$ cat src/hw/rtl/iirbp_pkg.sv
// Package for the fourth-order band-pass IIR filter.
// Holds widths, register codes, reset coefficients and shared types.
// No dependencies.
package iirbp_pkg;

    localparam int SAMPLE_W   = 16;
    localparam int COEF_W     = 24;
    localparam int HIST_DEPTH = 4;
    localparam int FRAC_BITS  = 20;
    localparam int ACC_W      = 48;
    localparam int ADDR_W     = 5;
    localparam int DATA_W     = 32;

    localparam logic signed [COEF_W-1:0] RST_NUM_OUTER  = 24'sd1048576;
    localparam logic signed [COEF_W-1:0] RST_NUM_INNER  = 24'sd0;
    localparam logic signed [COEF_W-1:0] RST_NUM_CENTER = -24'sd2097152;
    localparam logic signed [COEF_W-1:0] RST_FB         = 24'sd0;

    typedef enum logic [2:0] {
        REG_NUM_OUTER  = 3'd0,
        REG_NUM_INNER  = 3'd1,
        REG_NUM_CENTER = 3'd2,
        REG_FB_LAG1    = 3'd3,
        REG_FB_LAG2    = 3'd4,
        REG_FB_LAG3    = 3'd5,
        REG_FB_LAG4    = 3'd6
    } reg_idx_t;

    typedef struct packed {
        logic signed [COEF_W-1:0] num_outer;
        logic signed [COEF_W-1:0] num_inner;
        logic signed [COEF_W-1:0] num_center;
        logic signed [COEF_W-1:0] fb_lag1;
        logic signed [COEF_W-1:0] fb_lag2;
        logic signed [COEF_W-1:0] fb_lag3;
        logic signed [COEF_W-1:0] fb_lag4;
    } coef_t;

    typedef logic [HIST_DEPTH-1:0][SAMPLE_W-1:0] hist_t;

endpackage

$ cat src/hw/rtl/iirbp_regs.sv
// APB-style coefficient register bank of the band-pass IIR filter.
// Depends on iirbp_pkg.
module iirbp_regs (
    input  logic                          clk,
    input  logic                          rst_n,
    input  logic                          psel,
    input  logic                          penable,
    input  logic                          pwrite,
    input  logic [iirbp_pkg::ADDR_W-1:0]  paddr,
    input  logic [iirbp_pkg::DATA_W-1:0]  pwdata,
    output logic [iirbp_pkg::DATA_W-1:0]  prdata,
    output logic                          pready,
    output iirbp_pkg::coef_t              coef
);
    import iirbp_pkg::*;

    coef_t                    coef_reg;
    logic                     wr_en;
    logic [2:0]               idx;
    logic signed [COEF_W-1:0] wval;
    logic signed [COEF_W-1:0] rval;

    assign pready = 1'b1;
    assign wr_en  = psel && penable && pwrite;
    assign idx    = paddr[4:2];
    assign wval   = pwdata[COEF_W-1:0];
    assign coef   = coef_reg;

    always_ff @(posedge clk or negedge rst_n)
    begin
        if (!rst_n)
        begin
            coef_reg.num_outer  <= RST_NUM_OUTER;
            coef_reg.num_inner  <= RST_NUM_INNER;
            coef_reg.num_center <= RST_NUM_CENTER;
            coef_reg.fb_lag1    <= RST_FB;
            coef_reg.fb_lag2    <= RST_FB;
            coef_reg.fb_lag3    <= RST_FB;
            coef_reg.fb_lag4    <= RST_FB;
        end
        else if (wr_en)
        begin
            case (idx)
                REG_NUM_OUTER:  coef_reg.num_outer  <= wval;
                REG_NUM_INNER:  coef_reg.num_inner  <= wval;
                REG_NUM_CENTER: coef_reg.num_center <= wval;
                REG_FB_LAG1:    coef_reg.fb_lag1    <= wval;
                REG_FB_LAG2:    coef_reg.fb_lag2    <= wval;
                REG_FB_LAG3:    coef_reg.fb_lag3    <= wval;
                REG_FB_LAG4:    coef_reg.fb_lag4    <= wval;
                default:        ;
            endcase
        end
    end

    always_comb
    begin
        case (idx)
            REG_NUM_OUTER:  rval = coef_reg.num_outer;
            REG_NUM_INNER:  rval = coef_reg.num_inner;
            REG_NUM_CENTER: rval = coef_reg.num_center;
            REG_FB_LAG1:    rval = coef_reg.fb_lag1;
            REG_FB_LAG2:    rval = coef_reg.fb_lag2;
            REG_FB_LAG3:    rval = coef_reg.fb_lag3;
            REG_FB_LAG4:    rval = coef_reg.fb_lag4;
            default:        rval = '0;
        endcase
        prdata = DATA_W'(rval);
    end

endmodule

$ cat config.mk
export PLATFORM = sky130hd
export DESIGN_NAME = iirbp_regs
export DESIGN_NICKNAME = d
export VERILOG_FILES = /design/src/hw/rtl/iirbp_pkg.sv /design/src/hw/rtl/iirbp_regs.sv
export SDC_FILE = /design/constraint.sdc
export NUM_CORES = 1
export LEC_CHECK = 0
export ABC_AREA = 1
export BUFFER_PORTS_ARGS = -buffer_cell sky130_fd_sc_hd__buf_4
export CAP_MARGIN = 10
export CORE_MARGIN = 2
export CORE_UTILIZATION = 53
export CTS_CLUSTER_SIZE = 10
export DETAILED_ROUTE_END_ITERATION = 16
export PLACE_DENSITY = 0.89
export SLEW_MARGIN = 20
export SYNTH_ARGS = -nofsm -noshare
export SYNTH_HDL_FRONTEND = slang
export SYNTH_SLANG_ARGS = --single-unit
$ cat constraint.sdc
create_clock -name clk -period 2.2 [get_ports clk]
set_clock_uncertainty 0.2 [all_clocks]
set_input_delay 0.22 -clock clk [delete_from_list [all_inputs] [get_ports clk]]
set_output_delay 0.22 -clock clk [all_outputs]
set_load 0.02 [all_outputs]
=== Word-level counts from Yosys, hierarchy flattened ===
Index checks and enable logic that the tools add are counted.

* Register bits: 168
* Latch bits: 0
* RAM bits: 0
* Bits in read-only memories: 0
* Bits of input ports: 42
* Output and inout bits: 201
* Memories kept: 0

* Add/sub/neg operators: 0
* $mul: 0
* Div/mod/pow operators: 0
* Order comparisons: 0
* Eq/ne operators: 6
* Shift operators: 0
* Multiplexer cells: 1
* Bitwise operators: 0
* Reductions and logical operators: 10

{| class="wikitable"
|+ Operators with widths
! cell !! count
|-
| case mux 24 bit (7 select lines) || 1
|-
| AND reduction 2 bit || 7
|-
| equality test 3 bit (second input constant) || 3
|-
| equality test 3 x 2 -> 1 bit (second input constant) || 2
|-
| equality test 3 x 1 -> 1 bit (second input constant) || 1
|-
| logical NOT 3 bit || 1
|-
| logical AND 1 bit || 2
|}

=== Logic depth before layout (Yosys ltp) ===
* Depth after elaboration: 3
* Mapped depth: 8

=== Least setup slack after synthesis ===
OpenSTA, ideal clock, no wires.

* Path kind: input to output
* From: input port paddr[2] (netlist name)
* To: output port prdata[24] (netlist name)
* Arrival time: 1.473 ns
* Required time: 1.780 ns
* Path slack: 0.307 ns
* Cell stages on the path: 8
* Cells stage by stage: buf_2 -> nor2_2 -> clkbuf_1 -> nand3_1 -> nand2_1 -> nor2_1 -> nand2_1 -> buf_4

* Longest elaborated chain between the ends: 2

{| class="wikitable"
|+ Ends and longest elaborated chain
! element !! RTL line !! source
|-
| from (decl) || iirbp_regs.sv:9 || <nowiki>input logic [iirbp_pkg::ADDR_W-1:0] paddr,</nowiki>
|-
| equality test 3 bit, or another cell as far along || iirbp_regs.sv:58 || <nowiki>case (idx)</nowiki>
|-
| case mux 24 bit (7 select lines) * || iirbp_regs.sv:58 ||
|-
| to (decl) || iirbp_regs.sv:11 || <nowiki>output logic [iirbp_pkg::DATA_W-1:0] prdata,</nowiki>
|}

Mark *: on every way between the ends. The rest lies on a longest branch, timed or not.

=== Final worst setup path ===
* From: register coef_reg, in the netlist coef[71]
* To: output port prdata[23] (netlist name)

* Longest elaborated chain between the ends: 1

{| class="wikitable"
|+ Ends and longest elaborated chain
! element !! RTL line !! source
|-
| from (decl) || iirbp_regs.sv:17 || <nowiki>coef_t coef_reg;</nowiki>
|-
| case mux 24 bit (7 select lines) || iirbp_regs.sv:58 ||
|}

Every way passes these cells.

==> impl_metrics.csv <==
group,metric,value,unit
global_routing,grt-ovfl-total,0,
detailed_routing,routedWlPerCell,20.1,um
placement,gp_congestion,0.910,
timing,max_freq,478,MHz
detailed_routing,drcViolationCount,0,
detailed_routing,vias,9540,
detailed_routing,drt_iter0_markers,1628,
detailed_routing,viasPerCell,6.15,
hold_path,hold_class,"in -> async",
timing,fin_crit_sh,0.951,
clock_tree,clk_pin_slew,0.06,ns
run_status,status,"finished clean",
worst_setup_path,crit_chain,"nand3_1, nand2_1, nor2_1, nand2_1, buf_4",
worst_setup_path,cp_common_cell,"nand2_1",
detailed_routing,routed_wl,31100,um
clock_tree,post_cts_buffers,0,
timing,min_period,2.09,ns
power_and_ir_drop,power.density,955,nW/um^2
worst_setup_path,start_kind,"flip-flop",
clock_tree,cts.sinks,168,
job,maxCapViolCount,0,
clock_tree,cts_max_level,4,
synthesis,synth-seq-area-share,0.499,
timing,rsz0062_at_grt,"no",
clock_tree,clk_latency,0.43,ns
detailed_routing,final_antenna_net_count,0,
die,die_w,130,um
timing,slew_headroom,0.637,
die,dieArea,16900,um^2
timing,hold_viol_final,0,
clock_tree,ctsResizeCount,0,
die,fp.coreArea,15700,um^2
die,io_pins,243,
worst_setup_path,cpLargestDelayFamily,"simple AND/OR/NAND/NOR gates",
global_routing,first_global_vias,8881,
synthesis,syn-instance-count,1102,
die,rows,46,
detailed_routing,drt_pass1_iterations,6,
worst_setup_path,cp_slowest_cell,"dfrtp_1",
clock_tree,hold_buffers,25,
finish,stdcell_count,1551,
finish,diodes,0,
die,start_util,0.537,
worst_setup_path,critical-path-max-stage-delay,0.42,ns
worst_setup_path,cp_num_buf_inv,1,
worst_setup_path,r2r_slack,1.17,ns
clock_tree,cts_tree,"built",
timing,drv_slew,0,
synthesis,synth_area,8430,um^2
global_routing,antenna_found_initial,0,
synthesis,yosys.cell_types.count,18,
worst_setup_path,reg2reg_to,"coef[161]",
timing,setup_viol,0,
synthesis,syn_nets,1144,
clock_tree,clock-root-buffer,"clkbuf_16",
finish,fin_nets,1364,
timing,setup_tns,0,ns
worst_setup_path,reg2reg_from,"coef[161]",
global_routing,grt_start_max_net_pins,83,
timing,worst_pin_slew,0.543,ns
clock_tree,numCtsBuffers,17,
global_routing,grt.total_usage,0.366,
power_and_ir_drop,peakVddDrop,0.000550,V
worst_setup_path,cp.required,1.78,ns
die,die_h,130,um
worst_setup_path,crit_path_end_kind,"output pin",
placement,dp_hpwl,19800,um
worst_setup_path,r2r_cells,2,
finish,area_growth,33.9,%
global_routing,grt_first_pass_wirelength,47500,um
finish,largest_reg_flops,168,
synthesis,yosysWarnings,0,
power_and_ir_drop,p_leak,6.04,nW
placement,dp_cells,1494,
finish,layout-drive-gt1-share,0.240,
synthesis,ys_seq_elements,168,
worst_setup_path,crit_fanout,9,
worst_setup_path,cp.arrival,1.67,ns
clock_tree,cts.path.max_buffers,2,
synthesis,postSynthAreaPerCell,7.65,um^2
worst_setup_path,worstSetupPathType,"reg -> out",
placement,portBuffers,231,
logic make-up after synthesis:
family                 count (synthesis)  synth area share
other                                  1          0.000445
AOI/OAI and AO/OA                    168            0.0997
buffers and inverters                125            0.0721
and+or+nand+nor                      640             0.329
DFF                                  168             0.499
metal layers:
metal / track usage / vias up / share of wire
li1: - / 4089 / -
met1: 0.499 / 4404 / 0.36
met2: 0.532 / 862 / 0.45
met3: 0.0980 / 185 / 0.14
met4: 0.205 / 0 / 0.058
met5: 0 / - / 0
per-stage QoR:
stage	total power, mW	cell area [um^2]	hold WS (ns)	setup WS [ns]	utilization
3_3_place_gp	7.42	10400	0.00102	0.221	0.663
3_5_place_dp	7.52	10400	-0.00606	0.203	0.663
5_1_grt	11.2	11300	0.155	0.0467	0.719
4_1_cts	10.7	11300	0.123	0.143	0.719
6_report	10.8	11300	0.106	0.109	0.719
2_1_floorplan	5.81	8430	-0.276	0.307	-
where the power goes:
part | switching (mW) | internal [mW] | leakage [nW]
logic | 2.10 | 1.28 | 3.60
registers | 0.535 | 3.70 | 2.13
clock network | 1.19 | 1.98 | 0.311
total | 3.83 | 6.96 | 6.04
worst max-delay path by stage:
stage | from | to | slack (ns) | cells after the start
final | coef[71] | prdata[23] | 0.11 | 5
after global routing | coef[71] | prdata[23] | 0.05 | 5
after CTS | coef[71] | prdata[24] | 0.14 | 5
after detailed placement | paddr[3] | coef[33] | 0.20 | 6
after global placement | paddr[3] | coef[33] | 0.22 | 6
after floorplan | paddr[2] | prdata[24] | 0.31 | 8
cell usage after synthesis (all sizes together):
cell type	n	area, um^2
nand3	54	285
inv	27	101
buf	50	327
nand2	410	1540
conb	1	3.75
dfrtp	164	4100
nand4	96	601
dfstp	4	105
o21ai	168	841
clkbuf	48	180
nor2	80	348
final cells by class:
type                    count  area [um^2]
clock buffers              23          478
clock inverters             9          145
fillers                  1120         4420
inverters                  27          101
multi-input cells         809         3630
flip-flops and latches    168         4210
well taps                 216          270
repair buffers            299         2460
cells in the final DEF, fill, tap and decap left out, drive strengths merged, types with 5 or more instances in the layout:
| master | Yosys | layout |
|---|---|---|
| nand2 | 410 | 410 |
| buf | 50 | 274 |
| o21ai | 168 | 168 |
| dfrtp | 164 | 164 |
| nand4 | 96 | 96 |
| nor2 | 80 | 80 |
| nand3 | 54 | 54 |
| inv | 27 | 27 |
| dlygate4sd3 | 0 | 25 |
| clkbuf | 48 | 23 |
| clkinv | 0 | 5 |
(Power assumes the default switching activity.)
